File: config.mk
export PLATFORM = sky130hd
export DESIGN_NAME = rwde_lane_group
export DESIGN_NICKNAME = d
export VERILOG_FILES = /design/src/rtl/core/rwde_pkg.sv /design/src/rtl/core/rwde_lane_group.sv
export SDC_FILE = /design/constraint.sdc
export NUM_CORES = 1
export LEC_CHECK = 0
export BUFFER_PORTS_ARGS = -buffer_cell sky130_fd_sc_hd__buf_2
export CAP_MARGIN = 20
export CORE_UTILIZATION = 60
export CTS_CLUSTER_DIAMETER = 200
export DETAILED_ROUTE_END_ITERATION = 6
export PLACE_DENSITY = 0.86
export REMOVE_ABC_BUFFERS = 1
export SLEW_MARGIN = 20
export SYNTH_ARGS = -nofsm -noshare
export SYNTH_HDL_FRONTEND = slang
export SYNTH_SLANG_ARGS = --single-unit
File: constraint.sdc
create_clock -name clk -period 24 [get_ports clk]
set_clock_uncertainty 0.2 [all_clocks]
set_input_delay 6 -clock clk [delete_from_list [all_inputs] [get_ports clk]]
set_output_delay 6 -clock clk [all_outputs]
set_load 0.05 [all_outputs]
File: src/rtl/core/rwde_pkg.sv
`timescale 1ns / 1ps
package rwde_pkg;

  localparam int MAX_RADIUS  = 32;
  localparam int HIST_DEPTH  = 2 * MAX_RADIUS;
  localparam int GROUP_LANES = 8;
  localparam int NUM_GROUPS  = HIST_DEPTH / GROUP_LANES;
  localparam int GRP_W       = $clog2(NUM_GROUPS);
  localparam int LANE_W      = $clog2(GROUP_LANES);
  localparam int AGE_W       = $clog2(HIST_DEPTH);
  localparam int POS_W       = 7;
  localparam logic [POS_W-1:0] POS_MAX = 7'd127;
  localparam int RAD_W       = 6;
  localparam int PSUM_W      = 12;
  localparam int MAG_W       = 13;

  // Register index of the radius register.
  localparam logic REG_RADIUS = 1'b0;

  typedef struct packed {
    logic [7:0] red;
    logic [7:0] green;
    logic [7:0] blue;
    logic       row_end;
  } pix_in_t;

  typedef struct packed {
    logic [7:0] edge_red;
    logic [7:0] edge_green;
    logic [7:0] edge_blue;
    logic       row_done;
    logic       last_of_run;
  } pix_out_t;

  typedef struct packed {
    logic [7:0] red;
    logic [7:0] green;
    logic [7:0] blue;
  } pixel_t;

  // Window placement shared by all lanes for the current result.
  typedef struct packed {
    logic [AGE_W-1:0] k;
    logic [RAD_W-1:0] r;
    logic [POS_W-1:0] pos;
  } win_ctl_t;

  typedef struct packed {
    logic signed [PSUM_W-1:0] red;
    logic signed [PSUM_W-1:0] green;
    logic signed [PSUM_W-1:0] blue;
  } psum_t;

  typedef struct packed {
    logic [MAG_W-1:0] red;
    logic [MAG_W-1:0] green;
    logic [MAG_W-1:0] blue;
  } mag_t;

endpackage

File: src/rtl/core/rwde_lane_group.sv
`timescale 1ns / 1ps
module rwde_lane_group (
  input  logic                                       clk,
  input  logic [rwde_pkg::GRP_W-1:0]                 grp,
  input  rwde_pkg::pixel_t [rwde_pkg::GROUP_LANES-1:0] pix,
  input  rwde_pkg::win_ctl_t                         ctl,
  output rwde_pkg::psum_t                            psum
);
  import rwde_pkg::*;

  psum_t psum_next;

  // Each lane adds its pixel to the right window, subtracts it for the left one.
  always_comb begin
    logic [AGE_W:0]          age;
    logic [AGE_W:0]          k7;
    logic [AGE_W:0]          r7;
    logic                    in_right;
    logic                    in_left;
    logic                    valid;
    logic signed [PSUM_W-1:0] vr;
    logic signed [PSUM_W-1:0] vg;
    logic signed [PSUM_W-1:0] vb;
    psum_next = '0;
    k7 = {1'b0, ctl.k};
    r7 = {1'b0, ctl.r};
    for (int j = 0; j < GROUP_LANES; j++) begin
      age      = {1'b0, grp, LANE_W'(j)};
      in_right = (age <= k7) && ((age + r7) > k7);
      in_left  = (age > k7) && (age <= (k7 + r7));
      valid    = (POS_W'(age) <= ctl.pos);
      vr = signed'({{(PSUM_W-8){1'b0}}, pix[j].red});
      vg = signed'({{(PSUM_W-8){1'b0}}, pix[j].green});
      vb = signed'({{(PSUM_W-8){1'b0}}, pix[j].blue});
      if (valid && in_right) begin
        psum_next.red   = psum_next.red + vr;
        psum_next.green = psum_next.green + vg;
        psum_next.blue  = psum_next.blue + vb;
      end else if (valid && in_left) begin
        psum_next.red   = psum_next.red - vr;
        psum_next.green = psum_next.green - vg;
        psum_next.blue  = psum_next.blue - vb;
      end
    end
  end

  always_ff @(posedge clk) begin
    psum <= psum_next;
  end

endmodule

=== Yosys cells after proc, flatten, opt, wreduce, memory -nomap -nowiden ===
Cells that the tools add are included.

* Flip-flop bits (word level): 36
* Output and inout bits: 36
* Logic and storage cells: 145

* $add $sub $neg: 54
* Magnitude comparators: 40
* Mux-type cells: 16
* Reductions and logical operators: 32

{| class="wikitable"
|+ Operators with widths
! operator !! count
|-
| 36-bit 2-to-1 mux || 16
|-
| 12-bit by 9-bit adder with 12-bit output || 21
|-
| 12-bit by 9-bit subtractor with 12-bit output || 21
|-
| 6-bit by 7-bit less-or-equal comparator with 1-bit output || 16
|-
| 6-bit by 6-bit adder with 7-bit output || 9
|-
| 7-bit by 6-bit > comparator with 1-bit output || 8
|-
| 6-bit > comparator || 8
|-
| 6-bit less-or-equal comparator || 8
|-
| 1-bit logical AND || 32
|-
| 1-bit by 8-bit subtractor with 9-bit output, first input constant || 3
|}

=== Depth between registers and ports, before layout ===
* Word-level depth: 27
* Gate-level depth with buffers: 64
* Gate-level depth less buffers: 62

=== Worst setup path after synthesis ===
No wires, ideal clock.

* Path type: input-to-reg
* From: input ctl[14] (netlist name)
* To: register psum[35] (netlist name)
* Setup time: 0.121 ns
* Data arrival time: 17.214 ns
* Path slack: 6.465 ns
* Stages: 52
* Buffers on the path: 2
* Cells stage by stage: clkbuf_1 inv_1 ha_1 a21o_1 a21oi_1 o21bai_1 a21oi_1 xor2_1 ha_1 and3_1 and2_2 a31oi_2 a2111oi_4 clkbuf_1 o21ai_0 inv_1 ha_1 inv_1 (+16 left out) o21ai_0 fa_1 o21ai_0 o21ai_0 inv_1 ha_1 a21o_1 a21o_1 a21o_1 a21o_1 a21oi_1 nor2_1 nor2_1 nor2_1 or4_1 nor2b_1 mux2i_1 xnor2_1

{| class="wikitable"
|+ RTL lines
! element !! RTL line !! text
|-
| start, declared || rwde_lane_group.sv:6 || <nowiki>input rwde_pkg::win_ctl_t ctl,</nowiki>
|-
| end signal, assigned || rwde_lane_group.sv:48 || <nowiki>psum <= psum_next;</nowiki>
|-
| end, declared || rwde_lane_group.sv:7 || <nowiki>output rwde_pkg::psum_t psum</nowiki>
|}

==> results.ini <==
[die]
chipWidth_um=192
rows=69
dieArea_um2=36900
start_util_pct=60.9
die_y_um=192
num_io_pins=251
core_um2=35600

[placed_design]
dp_cells=3670
io_buffers=250
place.gp.congestion=0.980
hpwlAfterDp_um=54100
place_area_um2=23400

[global_route]
grtUsageTotal_pct=34.3
gr-usage-met2_pct=58.9
grt_use_met3_pct=3.84
grt-ovfl-total=0
grt_antenna_before_repair=15
grt_pass1_vias=22000
busiest_layer=met2
met1_usage_pct=44.6
grt_max_degree=34
grt_pass1_wl_um=105000

[layout]
largest_register=psum
design_area_um2=23600
n_fill_cell=3089
nNetsFinal=3893
top_regs=psum (36)
seqCellArea_um2=721
multiInputGateArea_um2=19100
finalNonFillerCells=3695
largest_reg_flops=36
drive_above_1_share_pct=12.1
area_growth_pct=9.20

[route]
vias_per_cell=6.29
antenna_left=0
routed_wl_um=65500
drc=7
drt_iter0_drc=2034
routed-via-count=23300
dr.pass1.iters=7
routedWlPerCell_um=17.7

[logic_synthesis]
yosysUniqueCellTypes=98
ys_ff_latch=36
async_reset_ff_share_pct=0
synth_edf_count=0
ys.flop_type=dfxtp_1
yosysWarnings=0
synth_area_um2=21700
syn_inst=3017
synth.avg_cell_area_um2=7.18
seq_area_frac_synth_pct=3.33

[timing]
max_freq_mhz=52.6
finalMaxSlewViolations=0
setup_viol=0
maxSlewHeadroom_pct=33.6
fin_hold_ws_ps=5890
min_period_ps=19000
setup_tns_ps=0
finalHoldViolCount=0
rsz0062_at_grt=false
finalCritPeriodShare_pct=79.2
worstMarginPinSlew_ps=993

[clock_network]
cts_setup_buffers=0
cts_buffers=5
cts.repair.resized=0
cts_buffer_depth=2
clockRootBuffer=clkbuf_16
cts_sinks=36
clk_pin_slew_ps=60
tritoncts=done
ctsHoldBuffers=0
cts_htree_levels=2

[worst_hold_path]
hp-start=pix[176]
hp-class=in -> reg
whs_path_depth=4
min_to=psum[12]

[job]
drv_cap=0

[run_status]
status=finished, violations left
violations=DRC

[setup_path]
endpoint_kind=flip-flop
critical-path-top-delay-family=compound AO/OA/AOI/OAI gates
critPathBufInv=9
start_kind=input port
crit_path_frequent_cell=inv_1
crit_type=in -> reg
worstPathMaxFanout=24
crit_slowest_cell=a222oi_1
worstPathRequired_ps=23990
max_stage_delay_ps=670
cp_data_arrival_time_ps=18990

## cell usage after synthesis, types with 8 or more instances
library cell	count	area, µm²
o21ai_0	163	816
or3_1	22	138
nor2b_1	30	188
clkbuf_1	74	278
a22o_1	29	254
ha_1	417	5220
nor3b_1	8	60.1
xnor2_1	103	902
o22ai_1	60	375
o31ai_1	16	120
a22oi_1	35	263
a221o_1	41	410
dfxtp_1	36	721
a21o_1	72	541
nor2_1	362	1360
xor2_2	8	130
mux2i_1	41	410
or2_2	9	56.3
nand3_1	20	100
a2bb2oi_1	9	78.8
o21ba_2	10	100
a211oi_1	14	105
a21oi_1	275	1380
nand2b_1	26	163
a31oi_1	15	93.8
o21bai_1	105	788
fa_1	45	901
buf_1	10	37.5
nand2_1	142	533
a221oi_1	36	315
and3_1	15	93.8
inv_1	405	1520
o221a_2	19	214
o22a_1	9	78.8
xor2_1	48	420
nand4_1	8	50.1
nor3_1	37	185
o211ai_1	27	203
o221ai_1	41	359
o21a_1	25	188
and2_1	14	87.6
## final cells by class
cell class / instances / area share [%]
multi-input combinational: 2486 / 80.9
inverter: 405 / 6.43
timing repair buffer: 282 / 6.31
sequential: 36 / 3.05
tap: 461 / 2.44
clock buffer: 5 / 0.529
clock inverter: 3 / 0.180
antenna: 17 / 0.180
## routing by layer
metal | share of wire [%] | vias up
li1 | - | 11200
met3 | 8.1 | 138
met1 | 44 | 10800
met2 | 46 | 1088
met5 | 0.12 | -
met4 | 2.3 | 10
## how the worst max path moves through the flow
stage | slack, ps | end | cells after the start | from
final | 5000 | psum[35] | 52 | ctl[8]
after floorplan | 6440 | psum[35] | 50 | ctl[8]
after global routing | 4070 | psum[23] | 53 | ctl[8]
after CTS | 5190 | psum[35] | 52 | ctl[8]
after detailed placement | 4930 | psum[35] | 52 | ctl[8]
after global placement | 5500 | psum[23] | 52 | ctl[9]
## logic make-up (layout without fill, tap and decap cells)
group / Yosys count / in the layout / share of synthesized area [%]
DFF: 36 / 36 / 3.33
buffers and inverters: 495 / 695 / 8.63
adders and majority gates: 462 / 462 / 28.3
other: 0 / 17 / 0
muxes: 49 / 49 / 2.32
xor gates and xnor gates: 172 / 172 / 7.99
AOI/OAI and AO/OA: 1080 / 1080 / 34.4
and+or+nand+nor: 723 / 723 / 15.1
## worst min-delay path: stages
cell and delay, ps:
buf_2 100, ha_1 120, nand2_1 40, o21ai_0 70
## through the flow
stage                     utilization (%)  setup WS (ps)
after floorplan                         -           6440
after global placement               65.9           5500
after detailed placement             65.9           4930
after CTS                            66.4           5190
after global routing                 66.4           4070
final                                66.5           5000
## placed cells by master, fill, tap and decap left out, types with 9 or more instances in the layout
| cell | count |
|---|---|
| xor2_1 | 48 |
| a221o_1 | 41 |
| buf_2 | 250 |
| ha_1 | 417 |
| o21ba_2 | 10 |
| a221oi_1 | 36 |
| o22a_1 | 9 |
| o21ai_0 | 163 |
| and3_1 | 15 |
| mux2i_1 | 41 |
| o31ai_1 | 16 |
| nand2_1 | 142 |
| a22oi_1 | 35 |
| diode_2 | 17 |
| a21o_1 | 72 |
| a2bb2oi_1 | 9 |
| xnor2_1 | 103 |
| a31oi_1 | 15 |
| o22ai_1 | 60 |
| o21a_1 | 25 |
| inv_1 | 405 |
| o221ai_1 | 41 |
| or2_2 | 9 |
| nand2b_1 | 26 |
| nor2b_1 | 30 |
| a22o_1 | 29 |
| nor3_1 | 35 |
| dfxtp_1 | 36 |
| o211ai_1 | 27 |
| a21oi_1 | 275 |
| fa_1 | 45 |
| nor2_1 | 362 |
| nand3_1 | 20 |
| or3_1 | 22 |
| buf_4 | 32 |
| a211oi_1 | 13 |
| o21bai_1 | 105 |
| and2_1 | 14 |
| o221a_2 | 19 |
Power is not shown: default switching activity piles up to over one toggle a cycle in this logic, so the estimate is an artifact.
