**src/rtl/core/rwde_pkg.sv**
```systemverilog
`timescale 1ns / 1ps
package rwde_pkg;

  localparam int MAX_RADIUS  = 32;
  localparam int HIST_DEPTH  = 2 * MAX_RADIUS;
  localparam int GROUP_LANES = 8;
  localparam int NUM_GROUPS  = HIST_DEPTH / GROUP_LANES;
  localparam int GRP_W       = $clog2(NUM_GROUPS);
  localparam int LANE_W      = $clog2(GROUP_LANES);
  localparam int AGE_W       = $clog2(HIST_DEPTH);
  localparam int POS_W       = 7;
  localparam logic [POS_W-1:0] POS_MAX = 7'd127;
  localparam int RAD_W       = 6;
  localparam int PSUM_W      = 12;
  localparam int MAG_W       = 13;

  // Register index of the radius register.
  localparam logic REG_RADIUS = 1'b0;

  typedef struct packed {
    logic [7:0] red;
    logic [7:0] green;
    logic [7:0] blue;
    logic       row_end;
  } pix_in_t;

  typedef struct packed {
    logic [7:0] edge_red;
    logic [7:0] edge_green;
    logic [7:0] edge_blue;
    logic       row_done;
    logic       last_of_run;
  } pix_out_t;

  typedef struct packed {
    logic [7:0] red;
    logic [7:0] green;
    logic [7:0] blue;
  } pixel_t;

  // Window placement shared by all lanes for the current result.
  typedef struct packed {
    logic [AGE_W-1:0] k;
    logic [RAD_W-1:0] r;
    logic [POS_W-1:0] pos;
  } win_ctl_t;

  typedef struct packed {
    logic signed [PSUM_W-1:0] red;
    logic signed [PSUM_W-1:0] green;
    logic signed [PSUM_W-1:0] blue;
  } psum_t;

  typedef struct packed {
    logic [MAG_W-1:0] red;
    logic [MAG_W-1:0] green;
    logic [MAG_W-1:0] blue;
  } mag_t;

endpackage

```
**src/rtl/core/rwde_merge.sv**
```systemverilog
`timescale 1ns / 1ps
module rwde_merge (
  input  logic                                    clk,
  input  rwde_pkg::psum_t [rwde_pkg::NUM_GROUPS-1:0] parts,
  output rwde_pkg::mag_t                          mag
);
  import rwde_pkg::*;

  localparam int SUM_W = MAG_W + 2;

  mag_t mag_next;

  // Combine the group sums and clamp negative differences to zero.
  always_comb begin
    logic signed [SUM_W-1:0] sr;
    logic signed [SUM_W-1:0] sg;
    logic signed [SUM_W-1:0] sb;
    sr = '0;
    sg = '0;
    sb = '0;
    for (int g = 0; g < NUM_GROUPS; g++) begin
      sr = sr + SUM_W'(parts[g].red);
      sg = sg + SUM_W'(parts[g].green);
      sb = sb + SUM_W'(parts[g].blue);
    end
    mag_next.red   = (sr > 0) ? sr[MAG_W-1:0] : '0;
    mag_next.green = (sg > 0) ? sg[MAG_W-1:0] : '0;
    mag_next.blue  = (sb > 0) ? sb[MAG_W-1:0] : '0;
  end

  always_ff @(posedge clk) begin
    mag <= mag_next;
  end

endmodule

```
**config.mk**
```make
export PLATFORM = sky130hd
export DESIGN_NAME = rwde_merge
export DESIGN_NICKNAME = d
export VERILOG_FILES = /design/src/rtl/core/rwde_pkg.sv /design/src/rtl/core/rwde_merge.sv
export SDC_FILE = /design/constraint.sdc
export NUM_CORES = 1
export LEC_CHECK = 0
export ABC_AREA = 1
export CORE_MARGIN = 1.5
export CORE_UTILIZATION = 55
export CTS_CLUSTER_SIZE = 40
export DETAILED_ROUTE_END_ITERATION = 8
export DONT_BUFFER_PORTS = 1
export PLACE_DENSITY = 0.82
export REMOVE_ABC_BUFFERS = 1
export SETUP_SLACK_MARGIN = 0.05
export SYNTH_ARGS = -nofsm -noshare
export SYNTH_HDL_FRONTEND = slang
export SYNTH_SLANG_ARGS = --single-unit
```
**constraint.sdc**
```tcl
create_clock -name clk -period 4.6 [get_ports clk]
set_clock_uncertainty 0.15 [all_clocks]
set_input_delay 0.92 -clock clk [delete_from_list [all_inputs] [get_ports clk]]
set_output_delay 0.92 -clock clk [all_outputs]
set_load 0.01 [all_outputs]
```
Word level (Yosys, flattened, before mapping)

Cells that the tools add are included.

Memories: 0
RAM bits: 0
Bits of input ports: 289
Register bits after elaboration: 39
Latch bits: 0
Output and inout port bits: 39
ROM bits: 0
Logic and storage cells: 27

Reductions and logical operators: 0
Add/sub/neg operators: 21
Bitwise logic cells: 0
Multiply operators: 0
Divide/modulo/power cells: 0
Shift operators: 0
Order comparisons: 3
Muxes and demuxes: 0
Eq/ne operators: 0

Operators with widths:

| cell                | count |
|---|---|
| $add 15x12->15      | 12 |
| $add 14x12->15      | 3 |
| $gt 15x1->1 const B | 3 |
| $add 13x12->14      | 3 |
| $add 12x12->13      | 3 |

Longest topological paths before layout

Word-level depth: 8
Depth in mapped cells: 23

Least setup slack after synthesis

OpenSTA, ideal clock, no wires.

Path kind: in2reg
Start: input port parts[122] (netlist name)
End: register mag[21] (netlist name)
Cell stages on the path: 21
Buffers on the path: 1
Path slack: -0.256 ns
Library setup time: 0.112 ns
Arrival: 4.594 ns
Data required time: 4.338 ns
Path through: fa_1 -> inv_1 -> fa_1 -> fa_1 -> fa_1 -> inv_1 -> ha_1 -> fa_1 -> nand2_2 -> nand3_2 -> nand2_2 -> clkinv_2 -> nand2_1 -> nand2_1 -> nor2_1 -> nand2_1 -> nor2_1 -> nand3_1 -> nand2_2 -> buf_6 -> nor2_1

Word-level cells in the longest chain between the ends: 6

Ends and longest elaborated chain:

| what                            | RTL line         | source |
|---|---|---|
| start, declared                 | rwde_merge.sv:4  | `input rwde_pkg::psum_t [rwde_pkg::NUM_GROUPS-1:0] parts,` |
| $add 14x12->15 (*)              | rwde_merge.sv:23 | `sg = sg + SUM_W'(parts[g].green);` |
| $add 15x12->15 (*) (4 in a row) | rwde_merge.sv:23 |  |
| $gt 15x1->1                     | rwde_merge.sv:27 | `mag_next.green = (sg > 0) ? sg[MAG_W-1:0] : '0;` |
| end signal, assigned            | rwde_merge.sv:32 | `mag <= mag_next;` |
| end, declared                   | rwde_merge.sv:5  | `output rwde_pkg::mag_t mag` |

Mark *: on every way between the ends. The rest lies on a longest branch, timed or not.
A chain may end at the register's enable or synchronous reset.

Worst setup path after layout

Start: input port parts[74] (netlist name)
End: register mag[12] (netlist name)

Word-level cells in the longest chain between the ends: 7

Ends and longest elaborated chain:

| what                            | RTL line         | source |
|---|---|---|
| $add 13x12->14 (*)              | rwde_merge.sv:24 | `sb = sb + SUM_W'(parts[g].blue);` |
| $add 14x12->15 (*)              | rwde_merge.sv:24 |  |
| $add 15x12->15 (*) (4 in a row) | rwde_merge.sv:24 |  |
| $gt 15x1->1                     | rwde_merge.sv:28 | `mag_next.blue = (sb > 0) ? sb[MAG_W-1:0] : '0;` |

Marked as above.

==> PnR_summary.wiki <==
{| class="wikitable"
! Metric !! Value
|-
| Status || complete, but fails checks
|-
| Violated checks || setup timing
|-
| Hold buffer count at CTS || 0
|-
| Unrepaired setup endpoints after global routing || true
|-
| Clock transition time at the flip-flop clock pins of the worst setup and hold paths || ~60 ps
|-
| Period minus WS final || between 4000 and 5000 ps
|-
| Nets || between 1500 and 2000
|-
| Max clock buf depth || 2
|-
| Sort of element at the end of the critical path || flop
|-
| Fraction of layout cells with a size suffix above 1 || 12.7%
|-
| Vias post-DR || about 7100
|-
| Worst Hold Depth || 4
|-
| Initial cell density of the core || between 50 and 60%
|-
| First DRT Iteration DRCs || 261
|-
| Largest Register || mag
|-
| Number of cells produced by synthesis || about 1200
|-
| Setup-violating endpoint count in the final report || 39
|-
| Worst Setup Path Type || input port to flop
|-
| Largest regs || mag x39
|-
| End point of the worst hold path || mag[13]
|-
| Crit path arrival time || between 4000 and 5000 ps
|-
| Met3 layer wire length in the routed design || 1.34 mm
|-
| Setup WS pre-CTS || -555 ps
|-
| Number of remaining DRC errors || 0
|-
| # clock sinks || 39
|-
| Post-detailed-placement cell area || ~10000 um2
|-
| Count of input and output buffers || 0
|-
| Horiz. Die Dim || 134 um
|-
| Count of TritonRoute iterations in the first routing pass || 6
|-
| Number of antenna cells inserted || 0
|-
| Total Wirelength || ~21 mm
|-
| Vias per inst || between 4 and 5
|-
| CP startpoint kind || input port
|-
| Post-Syn Area per Cell || about 8 um2
|-
| Synthesized flop and latch total || 39
|-
| Count of final max-slew check failures || 0
|-
| Final number of hold-violating endpoints || 0
|-
| Max-cap viol count || 0
|-
| Vias in the first global route || a little under 8000
|-
| Max Freq || ~210 MHz
|-
| Number of warnings printed during yosys synthesis || 0
|-
| Die Area || 18000 um2
|-
| Post-route setup slack || -207 ps
|-
| Number of antenna violations at the first check in global routing || 0
|-
| Core utilization of the finished layout || about two thirds
|-
| Maximum level of the CTS H-tree || 2
|-
| Met2 Wirelength || approximately 11 mm
|-
| Fill cell count || about 1400
|-
| I/O pin cnt || 328
|-
| Clock tree from TritonCTS || built
|-
| Vertical extent of the die || approximately 130 um
|-
| Largest net degree at the start of global routing || 14
|-
| Area growth syn-to-layout || 14.2%
|-
| Worst path required time || about 4600 ps
|-
| Number of buffers inserted during clock tree synthesis || 5
|-
| Core region area || approximately 17000 um2
|-
| Post-route fraction of the period consumed by the critical path || 104%
|-
| Leftover overflow at the end of global routing || 0
|-
| Drt wl/cell || approximately 14 um
|-
| Cell type contributing the most total cell area after synthesis || sky130_fd_sc_hd__fa_1
|-
| # rows || 47
|-
| Number of flip-flops in the largest register || 39
|-
| Clock tree root buffer cell || sky130_fd_sc_hd__clkbuf_16
|-
| Count of distinct cell types in the synthesized netlist || 20
|-
| Min-Delay Startpoint || parts[264]
|-
| Worst slew margin relative to its limit || 59.3%
|-
| Most area-consuming cells after synthesis || sky130_fd_sc_hd__fa_1 (48%), sky130_fd_sc_hd__inv_1 (20%), sky130_fd_sc_hd__dfxtp_1 (8.3%)
|-
| Max Used Layer || met4
|-
| Share of Yosys cell area claimed by the top area cell type || between 40% and 50%
|-
| Post-DP HPWL || around 18 mm
|-
| Metal1 wirelength || about 7.4 mm
|-
| RD Place Congestion || 0.880
|-
| Count of antenna-violating nets left after detailed routing || 0
|-
| Type of the worst min-delay path || input port to flop
|-
| First-pass GRT wire length || around 34 mm
|-
| GRT Total Usage || 23.3%
|-
| Worst-path maximum fanout || 6
|-
| Mapped Area || around 9500 um2
|-
| Post-Layout Inst Area || 10800 um2
|-
| Post-synthesis sequential area ratio || slightly above 8%
|-
| Slew of the pin with the lowest slew margin || 607 ps
|}
how the worst max path moves through the flow:
stage / from / to / slack (ps)
after floorplan: parts[122] / mag[13] / -240
after global placement: parts[122] / mag[14] / -430
after detailed placement: parts[122] / mag[14] / -550
after CTS: parts[206] / mag[30] / -140
after global routing: parts[134] / mag[35] / -350
final: parts[74] / mag[12] / -210
through the flow:
| stage | std cells | TNS [ps] | hold WS, ps |
|---|---|---|---|
| final | 1496 | -4750 | 878 |
| after global routing | 1496 | -11420 | 890 |
| after CTS | 1490 | -3090 | 875 |
| after detailed placement | 1474 | -19620 | 1080 |
| after global placement | 1474 | -15630 | 1080 |
| after floorplan | 1193 | -7210 | 1070 |
logic make-up after synthesis:
| family | Yosys count | share of synthesized area [%] |
|---|---|---|
| AO/OA/AOI/OAI | 15 | 0.833 |
| XOR/XNOR | 14 | 1.30 |
| adder cells (fa/ha/maj) | 270 | 53.6 |
| buffers and inverters | 500 | 20.1 |
| flip-flops | 39 | 8.25 |
| AND/OR/NAND/NOR | 358 | 16.0 |
area by class of cell:
class,count,area (um2),share of cell area (%)
multi-input cells,660,7180,66.5
inverters,497,1870,17.3
flip-flops and latches,39,781,7.23
repair buffers,72,553,5.12
well taps,220,275,2.55
clock buffers,5,125,1.16
clock inverters,3,20.0,0.185
critical path, stage by stage:
cell	delay, ps
sky130_fd_sc_hd__fa_1	570
sky130_fd_sc_hd__inv_2	50
sky130_fd_sc_hd__fa_1	580
sky130_fd_sc_hd__fa_1	470
sky130_fd_sc_hd__fa_1	560
sky130_fd_sc_hd__inv_2	60
sky130_fd_sc_hd__ha_4	160
sky130_fd_sc_hd__fa_2	430
sky130_fd_sc_hd__nor2_1	110
sky130_fd_sc_hd__nand2_1	60
sky130_fd_sc_hd__nor2_1	100
sky130_fd_sc_hd__nand3_1	80
sky130_fd_sc_hd__nor2_1	120
sky130_fd_sc_hd__nand3_1	90
sky130_fd_sc_hd__nor2_2	150
sky130_fd_sc_hd__nand3_4	130
sky130_fd_sc_hd__nand2_4	140
sky130_fd_sc_hd__nor2_1	50
repair_timing:
item / 4_1_cts / 5_1_grt
pin swaps: 14 / 26
setup buffers: 5 / 6
endpoints found under the setup margin: 39 / 39
cloned: 3 / 0
gates resized for setup: 31 / 62
cells in the final DEF, fill, tap and decap left out, types with 6 or more instances in the layout:
cell / n
sky130_fd_sc_hd__a21oi_1: 14
sky130_fd_sc_hd__buf_4: 71
sky130_fd_sc_hd__nor2_4: 8
sky130_fd_sc_hd__xnor2_1: 6
sky130_fd_sc_hd__nand2_2: 13
sky130_fd_sc_hd__nand2_4: 7
sky130_fd_sc_hd__nand4_1: 11
sky130_fd_sc_hd__nand2_1: 170
sky130_fd_sc_hd__nor2_2: 23
sky130_fd_sc_hd__fa_1: 222
sky130_fd_sc_hd__dfxtp_1: 39
sky130_fd_sc_hd__inv_1: 489
sky130_fd_sc_hd__nand3_1: 43
sky130_fd_sc_hd__nor2_1: 62
sky130_fd_sc_hd__inv_2: 7
sky130_fd_sc_hd__nand3b_1: 7
sky130_fd_sc_hd__ha_1: 40
synth_stat cells:
cell                       count
sky130_fd_sc_hd__a21oi_1      14
sky130_fd_sc_hd__a21oi_2       1
sky130_fd_sc_hd__and2_1        3
sky130_fd_sc_hd__buf_6         3
sky130_fd_sc_hd__clkinv_2      1
sky130_fd_sc_hd__dfxtp_1      39
sky130_fd_sc_hd__fa_1        225
sky130_fd_sc_hd__ha_1         45
sky130_fd_sc_hd__inv_1       496
sky130_fd_sc_hd__nand2_1     179
sky130_fd_sc_hd__nand2_2      11
sky130_fd_sc_hd__nand3_1      50
sky130_fd_sc_hd__nand3_2       1
sky130_fd_sc_hd__nand3b_1      7
sky130_fd_sc_hd__nand4_1      11
sky130_fd_sc_hd__nor2_1       90
sky130_fd_sc_hd__nor2_2        3
sky130_fd_sc_hd__nor3_1        3
sky130_fd_sc_hd__xnor2_1       6
sky130_fd_sc_hd__xor2_1        8
per-layer routing:
metal | up-vias | global-route usage [%]
li1 | 3409 | -
met1 | 3407 | 25.6
met2 | 256 | 45.5
met3 | 46 | 5.18
met4 | 0 | 5.08
met5 | - | 0
Power is not shown: default switching activity piles up to over one toggle a cycle in this logic, so the estimate is an artifact.
