`src/rtl/core/rwde_pkg.sv`:
```
`timescale 1ns / 1ps
package rwde_pkg;

  localparam int MAX_RADIUS  = 32;
  localparam int HIST_DEPTH  = 2 * MAX_RADIUS;
  localparam int GROUP_LANES = 8;
  localparam int NUM_GROUPS  = HIST_DEPTH / GROUP_LANES;
  localparam int GRP_W       = $clog2(NUM_GROUPS);
  localparam int LANE_W      = $clog2(GROUP_LANES);
  localparam int AGE_W       = $clog2(HIST_DEPTH);
  localparam int POS_W       = 7;
  localparam logic [POS_W-1:0] POS_MAX = 7'd127;
  localparam int RAD_W       = 6;
  localparam int PSUM_W      = 12;
  localparam int MAG_W       = 13;

  // Register index of the radius register.
  localparam logic REG_RADIUS = 1'b0;

  typedef struct packed {
    logic [7:0] red;
    logic [7:0] green;
    logic [7:0] blue;
    logic       row_end;
  } pix_in_t;

  typedef struct packed {
    logic [7:0] edge_red;
    logic [7:0] edge_green;
    logic [7:0] edge_blue;
    logic       row_done;
    logic       last_of_run;
  } pix_out_t;

  typedef struct packed {
    logic [7:0] red;
    logic [7:0] green;
    logic [7:0] blue;
  } pixel_t;

  // Window placement shared by all lanes for the current result.
  typedef struct packed {
    logic [AGE_W-1:0] k;
    logic [RAD_W-1:0] r;
    logic [POS_W-1:0] pos;
  } win_ctl_t;

  typedef struct packed {
    logic signed [PSUM_W-1:0] red;
    logic signed [PSUM_W-1:0] green;
    logic signed [PSUM_W-1:0] blue;
  } psum_t;

  typedef struct packed {
    logic [MAG_W-1:0] red;
    logic [MAG_W-1:0] green;
    logic [MAG_W-1:0] blue;
  } mag_t;

endpackage

```
`src/rtl/core/rwde_divider.sv`:
```
`timescale 1ns / 1ps
module rwde_divider (
  input  logic                       clk,
  input  logic                       rst,
  input  logic                       start,
  input  rwde_pkg::mag_t             num,
  input  logic [rwde_pkg::RAD_W-1:0] den,
  output rwde_pkg::pixel_t           quo,
  output logic                       done
);
  import rwde_pkg::*;

  localparam int TRY_W = MAG_W + 1;

  logic [MAG_W-1:0] rem [3];
  logic [7:0]       q   [3];
  logic             sat [3];
  logic [RAD_W-1:0] den_r;
  logic [2:0]       cnt;
  logic             busy;

  // Restoring division, one quotient bit per cycle for all three channels.
  always_ff @(posedge clk) begin
    logic [MAG_W-1:0] nums [3];
    logic [TRY_W-1:0] trial;
    nums[0] = num.red;
    nums[1] = num.green;
    nums[2] = num.blue;
    trial = TRY_W'({den_r, 7'b0}) >> (3'd7 - cnt);
    if (rst) begin
      busy <= 1'b0;
      done <= 1'b0;
      cnt  <= '0;
    end else begin
      done <= 1'b0;
      if (start) begin
        busy  <= 1'b1;
        cnt   <= 3'd7;
        den_r <= den;
        for (int c = 0; c < 3; c++) begin
          rem[c] <= nums[c];
          q[c]   <= '0;
          sat[c] <= ({1'b0, nums[c]} >= TRY_W'({den, 8'b0}));
        end
      end else if (busy) begin
        for (int c = 0; c < 3; c++) begin
          if ({1'b0, rem[c]} >= trial) begin
            rem[c]    <= rem[c] - trial[MAG_W-1:0];
            q[c][cnt] <= 1'b1;
          end
        end
        cnt <= cnt - 3'd1;
        if (cnt == 3'd0) begin
          busy <= 1'b0;
          done <= 1'b1;
        end
      end
    end
  end

  assign quo.red   = sat[0] ? 8'hFF : q[0];
  assign quo.green = sat[1] ? 8'hFF : q[1];
  assign quo.blue  = sat[2] ? 8'hFF : q[2];

endmodule

```
`config.mk`:
```
export PLATFORM = sky130hd
export DESIGN_NAME = rwde_divider
export DESIGN_NICKNAME = d
export VERILOG_FILES = /design/src/rtl/core/rwde_pkg.sv /design/src/rtl/core/rwde_divider.sv
export SDC_FILE = /design/constraint.sdc
export NUM_CORES = 1
export LEC_CHECK = 0
export ABC_AREA = 1
export BUFFER_PORTS_ARGS = -buffer_cell sky130_fd_sc_hd__buf_4
export CAP_MARGIN = 30
export CORE_ASPECT_RATIO = 1.5
export CORE_MARGIN = 4
export CORE_UTILIZATION = 44
export DETAILED_ROUTE_END_ITERATION = 12
export SYNTH_ARGS = -nofsm -noshare
export SYNTH_HDL_FRONTEND = slang
export SYNTH_SLANG_ARGS = --single-unit
```
`constraint.sdc`:
```
create_clock -name clk -period 4.3 [get_ports clk]
set_input_delay 0.86 -clock clk [delete_from_list [all_inputs] [get_ports clk]]
set_output_delay 0.86 -clock clk [all_outputs]
set_load 0.01 [all_outputs]
```
* Word-level counts from Yosys, hierarchy flattened
Memories as Yosys holds them, arrays and structs flattened.
Index checks and enable logic that the tools add are counted.
** Operators by class
- Shifts and indexed selects :: 1
- Bitwise gates (word level) :: 29
- Mux-type cells :: 59
- Reductions and logical operators :: 5
- $lt $le $gt $ge :: 8
- Add/subtract/negate cells :: 5
** Operators with widths (number)
- $ge A13 B14 Y1 :: 6
- $mux W8 :: 6
- $mux W1 :: 47
- $mux W13 :: 3
- $sub A13 B13 Y13 :: 3
- $or A1 B1 Y1 :: 27
- $shr A13 B3 Y14 :: 1
- $mux W3 :: 2
- $lt A3 B4 Y1 const B :: 1
- $demux W1 S3 :: 1
- $ge A3 B1 Y1 const B :: 1
- $logic_not A3 Y1 :: 1
- $reduce_or A3 Y1 :: 1
- $sub A3 B1 Y3 const B :: 1
- $sub A3 B3 Y3 const A :: 1
- $not A1 Y1 :: 2
- $reduce_and A2 Y1 :: 1
- $reduce_bool A2 Y1 :: 1
- $logic_and A1 B1 Y1 :: 1
** Storage, ports and cells
- Bits in writable memories :: 66
- Input bits :: 48
- Memories kept :: 3
- Output and inout port bits :: 25
- Register bits :: 11
- Logic and storage cells :: 114
** Memory list
- rem :: depth 3, width 13, rd ports 3, clocked after Yosys merged registers in 0, wr ports 3, RTL line rwde_divider.sv:15 : logic [MAG_W-1:0] rem [3];
- q :: depth 3, width 8, rd ports 3, clocked after Yosys merged registers in 0, wr ports 3, RTL line rwde_divider.sv:16 : logic [7:0] q [3];
- sat :: depth 3, width 1, rd ports 3, clocked after Yosys merged registers in 0, wr ports 3, RTL line rwde_divider.sv:17 : logic sat [3];

* Depth between registers and ports, before layout
Gate-level depths: netlist of the first run.
- Depth after elaboration :: 9
- Gate-level depth with buffers :: 19
- Gate-level depth less buffers :: 18

* Least setup slack after synthesis of the first run
OpenSTA, ideal clock, no wires.
- Kind :: register to register
- Start :: register cnt[0]
- End :: memory rem[2][0], in the netlist rem[0][26], enable pin
- Stages on the path, launching flop included :: 15
- Arrival :: 2.529 ns
- Library setup time :: 0.356 ns
- Buffers on the path :: 2
- Path slack :: 1.416 ns
- Cells stage by stage :: dfxtp_1 > buf_2 > nand2_1 > a21oi_1 > a31oi_1 > or2_2 > ha_1 > nand2_2 > nor2_1 > and3_1 > nand2_1 > nand3_1 > nand2_2 > buf_2 > nand2_1
** RTL lines
- from (decl) :: RTL line rwde_divider.sv:19 : logic [2:0] cnt;
- from (signal assigned) :: RTL line rwde_divider.sv:52 : cnt <= cnt - 3'd1;
- to (decl) :: RTL line rwde_divider.sv:15

==> flow_results.org, run 1 <==
** Setup path
- Crit end category :: register
- Startpoint of the lowest-slack register-to-register path :: cnt[0]$_SDFFE_PP0P_
- Type of the worst setup path :: reg -> reg
- Worst Reg2Reg Path Length in Cells :: 18
- Data on the critical path arrives at its endpoint at 3.95 ns.
- Data required time of the critical path :: 4.40 ns
- In this run the worst path has a maximum fanout of 34.
- Critical path launch point type :: register
- Worst setup path startpoint :: cnt[0]$_SDFFE_PP0P_
- Endpoint of the lowest-slack register-to-register path :: rem[0][31]$_DFFE_PP_
- Crit path capture :: rem[0][31]$_DFFE_PP_
- Worst reg2reg setup slack :: 0.45 ns

** Global routing
- Global routing used 22.5% of the available tracks.
- Entering global routing, the biggest net connects 49 pins.
- Number of antenna violations at the first check in global routing :: 0
- First-pass GRT wire length :: 28.4 mm
- The number of global-route vias before repair is 5739.
- Remaining Overflow, GRT :: 0

** Clocking
- TritonCTS buffer count :: 9
- Buffers added to address setup during post-CTS repair amount to 0.
- After clock tree synthesis, the clock-pin slew on the worst setup and hold paths is 0.06 ns.
- The longest clock path from root to sink contains 2 buffers.
- CTS placed an instance of sky130_fd_sc_hd__clkbuf_16 at the clock tree root.
- The H-tree generated during clock tree synthesis spans 3 levels.
- CTS saw 77 sinks.
- Source-to-sink clock delay at the later pin of the worst-skew pair :: 0.35 ns
- CTS tree :: done

** Cells and area
- The number of antenna diodes in the final layout is 0.
- Cells with a size suffix above 1 make up 16.5% of the layout.
- At the end of the flow the core is filled with cells to 51.4%.
- The sequential cells in the finished layout cover a total of 2260 µm².
- Relative to the synthesized area, the layout overhead comes to 14.9%.
- Fillers :: 1357
- In the final layout, the multi-input gates occupy 3390 µm².
- Count of nets after finishing :: 970

** Yosys
- Summed over its instances, the top area cell type makes up 34.7% of the synthesized netlist area.
- Synthesis inferred 77 register bits.
- Top cells by area, synth :: sky130_fd_sc_hd__edfxtp_1, sky130_fd_sc_hd__nand2_1, sky130_fd_sc_hd__ha_1, sky130_fd_sc_hd__inv_1, sky130_fd_sc_hd__nand4_1
- Mapped cell area :: 6230 µm²
- The cell count after synthesis came out at 796.
- Synthesized Nets :: 903
- sky130_fd_sc_hd__edfxtp_1 takes more of the synthesized area than any other cell.
- Cell variety after synth :: 37
- Sorting the synthesized cells by how often they occur yields sky130_fd_sc_hd__nand2_1, sky130_fd_sc_hd__inv_1, sky130_fd_sc_hd__edfxtp_1.
- After synthesis, the mean cell area works out to 7.83 µm².
- Count leader, synth :: sky130_fd_sc_hd__nand2_1
- The most used flip-flop cell after synthesis is sky130_fd_sc_hd__edfxtp_1.
- Sequential elements use 36.3% of the synthesized area.
- Number of enable-type register cells in the synthesized netlist :: 72
- After synthesis, the share of flip-flops with an asynchronous set or reset is 0%.
- Syn. warnings :: 0

** Detailed routing
- In the final routed layout, each cell accounts on average for 17.4 µm.
- DR pass1 iterations :: 5
- In the routed design, unresolved DRC markers number 0.
- Using the TritonRoute via totals, the vias-per-cell ratio works out to 5.49.
- Once detail routing completed, the nets flagged for antenna violations numbered 0.
- The final route contains 5671 vias.
- Final wirelength :: 17.9 mm
- In this run, the number of DRC markers left after iteration 0 of detailed routing was 269.

** Timing
- The final number of max-transition violations came to 0.
- At the pin with the least slew margin, the transition time is 0.649 ns.
- Max Clk Rate :: 260 MHz
- Final setup viols :: 0
- Setup clock skew after layout :: 0.00980 ns
- The worst path in the final design needs a cycle of 3.85 ns, including I/O delays and setup.
- Setup TNS :: 0 ns
- The worst pin sits at a relative slew slack of 56.6%.
- Unrepaired setup endpoints after global routing :: no
- Hold violation count in the final report :: 0
- The worst path uses 89.5% of the clock period.

** Floorplan
- The initial utilization of the core area, before any placement, comes to 44.8%.
- Number of I/O pins :: 73
- Horiz. Die Dim :: 105 µm
- Core outline area :: 13900 µm²
- Die footprint :: 16200 µm²
- Number of placement rows :: 53
- Measured along the y axis, the die boundary spans 154 µm.

** Power
- VDD sags by at most 0.182 mV.
- The design draws 2.83 mW.
- In this run the static leakage power is 3.37 nW.
- Cell Pwr Density :: 396 nW/µm²

** Placed design
- Input and output buffers added on the ports amount to 72.
- The congestion estimate from routability-driven global placement came to 0.933.
- Once detailed placement completed, the half-perimeter wirelength came to 14.0 mm.

** Flow run
- Number of violations of the max-capacitance limit :: 0

** Min path
- Class of the tightest hold or removal check :: reg -> reg
- Hold path depth :: 2

** Run status
- Run status :: completed
## registers in the layout (all words and copies together) (netlist names)
signal  count
busy        1
rem        39
cnt         3
q          24
done        1
den_r       6
sat         3
## where the power goes
group | switching [mW] | internal [mW] | leakage, nW
Clock | 0.313 | 0.425 | 0.137
Sequential | 0.0381 | 0.913 | 0.726
Combinational | 0.715 | 0.429 | 2.51
## worst min path at each step
stage,start,to
after floorplan,busy$_SDFF_PP0_,busy$_SDFF_PP0_
after global placement,busy$_SDFF_PP0_,busy$_SDFF_PP0_
after detailed placement,busy$_SDFF_PP0_,busy$_SDFF_PP0_
after CTS,busy$_SDFF_PP0_,busy$_SDFF_PP0_
after global routing,busy$_SDFF_PP0_,busy$_SDFF_PP0_
final,busy$_SDFF_PP0_,busy$_SDFF_PP0_
## final cells by class
type,count,share of cell area [%]
timing repair buffer,84,8.98
inverter,97,5.09
clock buffer,11,3.55
clock inverter,5,0.472
sequential,77,31.6
multi-input combinational,594,47.4
tap,165,2.88
## per-layer routing
layer | GRT usage, % | part of all wire [%] | routed length, µm | vias to the layer above
met5 | 0 | 0 | 0 | -
met4 | 14.1 | 6.1 | 1090 | 0
met3 | 3.53 | 5.0 | 897 | 58
met2 | 40.8 | 51 | 9150 | 192
met1 | 24.2 | 38 | 6790 | 2604
li1 | - | - | - | 2817
## critical path, stage by stage, from the launching register on
cell                       delay, ns
sky130_fd_sc_hd__dfxtp_1        0.63
sky130_fd_sc_hd__clkinv_1       0.36
sky130_fd_sc_hd__nand2_1        0.13
sky130_fd_sc_hd__nand2_1        0.07
sky130_fd_sc_hd__o21ai_0        0.22
sky130_fd_sc_hd__o22ai_1        0.11
sky130_fd_sc_hd__inv_1          0.22
sky130_fd_sc_hd__ha_1           0.34
sky130_fd_sc_hd__nand2_1        0.14
sky130_fd_sc_hd__inv_1          0.05
sky130_fd_sc_hd__nand2_1        0.08
sky130_fd_sc_hd__nand3_2        0.12
sky130_fd_sc_hd__nand2_1        0.11
sky130_fd_sc_hd__nand3_2        0.09
sky130_fd_sc_hd__nand2_2        0.10
sky130_fd_sc_hd__nand3_2        0.36
sky130_fd_sc_hd__buf_12         0.33
sky130_fd_sc_hd__nand2_1        0.08
sky130_fd_sc_hd__nand2_1        0.05
## what timing repair did
item,in CTS,in global routing
setup endpoints to repair,0,13
resized for setup,0,1
hold buffers,0,0
## cell usage in the layout, fill, tap and decap left out, drive strengths merged, types with 27 or more instances in the layout
master	n
or2	29
nor2	61
buf	84
edfxtp	72
a21oi	27
nand2	226
nand3	33
inv	96
ha	56
o21ai	49
nand4	47
## cells by family after synthesis
| family | count (synthesis) | synth area share, % |
|---|---|---|
| compound gates | 101 | 9.05 |
| xor+xnor | 28 | 3.94 |
| fa+ha+maj | 59 | 12.2 |
| buf+inv | 125 | 9.28 |
| flops | 77 | 36.3 |
| mux | 1 | 0.161 |
| simple gates | 405 | 29.1 |
## metrics by stage
stage          area (µm²)  setup slack (ns)  cells  hold slack (ns)
2_1_floorplan        6230              1.42    796            0.583
3_3_place_gp         6870             0.584   1017            0.553
3_5_place_dp         6870             0.449   1017            0.558
4_1_cts              7160             0.439   1033            0.566
5_1_grt              7160           0.00373   1033            0.614
6_report             7160             0.451   1033            0.572
No activity file was read; power rests on OpenSTA's default activity.
==> run 2, diff against run 1 <==
--- a/config.mk
+++ b/config.mk
@@ -12,6 +12,7 @@
 export CORE_MARGIN = 4
 export CORE_UTILIZATION = 44
 export DETAILED_ROUTE_END_ITERATION = 12
+export PLACE_DENSITY_LB_ADDON = 0.05
 export SYNTH_ARGS = -nofsm -noshare
 export SYNTH_HDL_FRONTEND = slang
 export SYNTH_SLANG_ARGS = --single-unit
==> run 2 against run 1 <==
Against the previous run: maximum frequency rose by 10%; hold slack got worse by 0.0093 ns; design area rose by 0.75%; first-iteration DRC count fell by 14%; global-route usage rose by 0.36 points; die area did not move; clock power rose by 9.2%; sequential share of layout area fell by 0.24 points; via count fell by 2.9%; combinational power barely moved; critical path type unchanged; critical endpoint is now rem[0][18]$_DFFE_PP_.
==> flow_results.org, run 2 (synthesis gave the netlist of run 1 again) <==
** Global routing
- The number of antenna violations at the first check in global routing was 0.
- The first global-routing pass estimated 28.5 mm of wire.
- Pin count of the biggest net entering global routing :: 54
- The number of global-route vias before repair came to 5462.
- GRT Total Usage :: 22.9%
- Remaining Overflow, GRT :: 0

** Setup path
- The critical path starts at cnt[0]$_SDFFE_PP0P_.
- In this run the register-to-register setup slack is 0.80 ns.
- STA classifies the critical path startpoint as a register.
- Largest stage delay on the critical path :: 0.47 ns
- Cell with the most instances on the worst path :: sky130_fd_sc_hd__nand2_1
- Worst Reg2Reg Path Length in Cells :: 19
- The worst setup path is captured at a register.
- Worst Path Arrival :: 3.72 ns
- Max Fanout on Critical Path :: 53
- Data on the critical path is required at its endpoint by 4.52 ns.
- In this run the worst setup path terminates at rem[0][18]$_DFFE_PP_.
- In this run the critical register-to-register path is launched from cnt[0]$_SDFFE_PP0P_.
- The setup path with the least slack is of type reg -> reg.
- On the critical path, the stage with the largest delay is an instance of sky130_fd_sc_hd__buf_4.
- The endpoint identified for the worst register-to-register timing path is rem[0][18]$_DFFE_PP_.
- Crit-path cells :: clkinv_1 > nand2_1 > nand2_1 > nand2_1 > o21ai_0 > o21ai_0 > buf_4 > ha_1 > nand2_1 > inv_2 > nand2_1 > nor3_1 > nand2_1 > nand3_1 > nand2_2 > nand3_2 > buf_4 > nand2_1 > nand2_1

** Min path
- The min-delay analysis places its worst path in the category reg -> reg.

** Power
- Net switching power figure :: 1.11 mW
- Total power for the finished layout comes to 2.92 mW.
- Internal Pwr Total :: 1.81 mW
- Leakage power :: 3.42 nW
- The clock network burns 27.6% of the power.
- The worst-case IR drop observed on VDD is 0.192 mV.
- Net switching is 38.1% of the power.
- Sequential group share of total power :: 32.2%
- Combinational logic burns 40.2% of the power.
- Cell Pwr Density :: 405 nW/µm²

** Placed design
- Final GP Congestion :: 0.901
- The HPWL after detailed placement is 14.0 mm.
- Before CTS, the worst setup slack after placement is 0.805 ns.
- Placement-stage cell area :: 6900 µm²
- Count of placed standard cells including taps :: 1020
- Buffers placed on the I/O ports in this run total 72.

** Cells and area
- In the final layout, the registers with the most flip-flops are rem (39), q (24), den_r (6).
- Register with the most flip-flops :: rem
- Relative to the synthesized area, the layout overhead comes to 15.7%.
- Most used cells in the layout excluding fill and tap cells :: sky130_fd_sc_hd__nand2_1, sky130_fd_sc_hd__inv_1, sky130_fd_sc_hd__buf_4
- The repair_antennas step left the layout with diodes totalling 0.
- Commonest non-fill, non-tap cell in the layout :: sky130_fd_sc_hd__nand2_1
- The finished layout holds 1036 standard cells, fillers aside.
- Flip-flop count of the largest register, all copies and words added :: 39
- Design area :: 7210 µm²
- Fraction of layout cells with a size suffix above 1 :: 16.8%
- Count of nets after finishing :: 973

** Floorplan
- The initial utilization of the core area, before any placement, comes to 44.8%.
- Number of placement rows :: 53
- Horiz. Die Dim :: 105 µm
- Pin placement for this block handled 73 I/O pins.
- The die covers 16200 µm².
- The core region is 13900 µm².
- Die Span Y :: 154 µm

** Timing
- Slew at the pin closest to its max-slew limit :: 0.715 ns
- Setup TNS :: 0 ns
- Final setup viols :: 0
- The routed design could run at a clock period as short as 3.50 ns.
- The final number of max-transition violations was 0.
- Setup clock skew after layout :: 0.00725 ns
- Hold violation count in the final report :: 0
- Headroom to the max-slew limit came out at 52.3%.
- Final setup slack of the worst path :: 0.802 ns
- Timing would allow up to 286 MHz.
- Final period util :: 81.4%
- Unrepaired setup endpoints after global routing :: no

** Clocking
- Hold-fix buffers at CTS :: 0
- TritonCTS created 9 clock buffers.
- Buffers from clock root to sink, at most :: 2
- The clock reaches the later pin of the worst-skew pair after 0.35 ns.
- In this run the clock root is driven by a sky130_fd_sc_hd__clkbuf_16.
- Clock-pin slew of the registers on the worst-case setup and hold paths :: 0.07 ns
- # resized after CTS :: 0
- Number of buffers added for setup after CTS :: 0
- Htree depth :: 3
- The clock drives 77 sinks.
- TritonCTS built the clock tree.

** Detailed routing
- Mean routed wirelength per cell :: 17.5 µm
- Number of vias in the routed layout :: 5505
- Remaining design rule violation count :: 0
- Dividing the detail-routed via count by the number of cells gives 5.31.
- DR pass1 iterations :: 5
- For this block, the initial DRC count from the detailed router was 230.
- After detailed routing, the total wire length is 18.2 mm.
- The detail route stage leaves a number of antenna-violating nets equal to 0.

** Run status
- Run status :: completed

** Flow run
- Number of violations of the max-capacitance limit :: 0
[run 2: changes by cell type in the layout (fill, tap and decap cells not counted), moves of 2 or more]
| cell | previous run | this run |
|---|---|---|
| sky130_fd_sc_hd__buf_4 | 83 | 85 |
| sky130_fd_sc_hd__clkinv_4 | 1 | 3 |
| sky130_fd_sc_hd__clkinvlp_4 | 2 | 0 |
| sky130_fd_sc_hd__inv_8 | 0 | 2 |
[run 2: worst min-delay path by stage]
| stage | start | end | slack, ns | cells past startpoint |
|---|---|---|---|---|
| finish | busy$_SDFF_PP0_ | busy$_SDFF_PP0_ | 0.56 | 2 |
| global route | busy$_SDFF_PP0_ | busy$_SDFF_PP0_ | 0.59 | 2 |
| CTS | busy$_SDFF_PP0_ | busy$_SDFF_PP0_ | 0.57 | 2 |
| detailed placement | busy$_SDFF_PP0_ | busy$_SDFF_PP0_ | 0.56 | 2 |
| global placement | busy$_SDFF_PP0_ | busy$_SDFF_PP0_ | 0.56 | 2 |
| floorplan | busy$_SDFF_PP0_ | busy$_SDFF_PP0_ | 0.58 | 3 |
[run 2: metal layers]
metal,up-vias,GRT usage [%],share of wire (%)
met4,0,7.69,2.7
met5,-,0,0
met3,30,3.82,4.5
li1,2822,-,-
met1,2513,26.5,40
met2,140,42.3,53
[run 2: power groups by stage]
stage               combinational, mW  clock [mW]  sequential [mW]
floorplan                       0.848           0            0.944
CTS                              1.18       0.814            0.942
global route                     1.33       0.853            0.947
global placement                 1.17           0            0.957
detailed placement               1.17           0            0.958
finish                           1.17       0.806            0.941
[run 2: cell type report]
type                       instances  area (µm²)
sequential                        77        2260
tap                              165         206
timing repair buffer              87         678
multi-input combinational        594        3390
fill                            1389        6710
clock buffer                       9         225
inverter                          97         364
clock inverter                     7        83.8
[run 2: metrics by stage]
step / hold WS, ns / util, %
6_report: 0.563 / 51.8
5_1_grt: 0.592 / 51.8
4_1_cts: 0.565 / 51.8
2_1_floorplan: 0.583 / -
3_5_place_dp: 0.557 / 49.6
3_3_place_gp: 0.555 / 49.6
[run 2: worst max-delay path: cells and delay by family (launching register included)]
family | cells | cell delay (ns)
flops | 1 | 0.34
compound gates | 2 | 0.57
simple gates | 12 | 1.24
buf+inv | 4 | 1.01
fa+ha+maj | 1 | 0.20
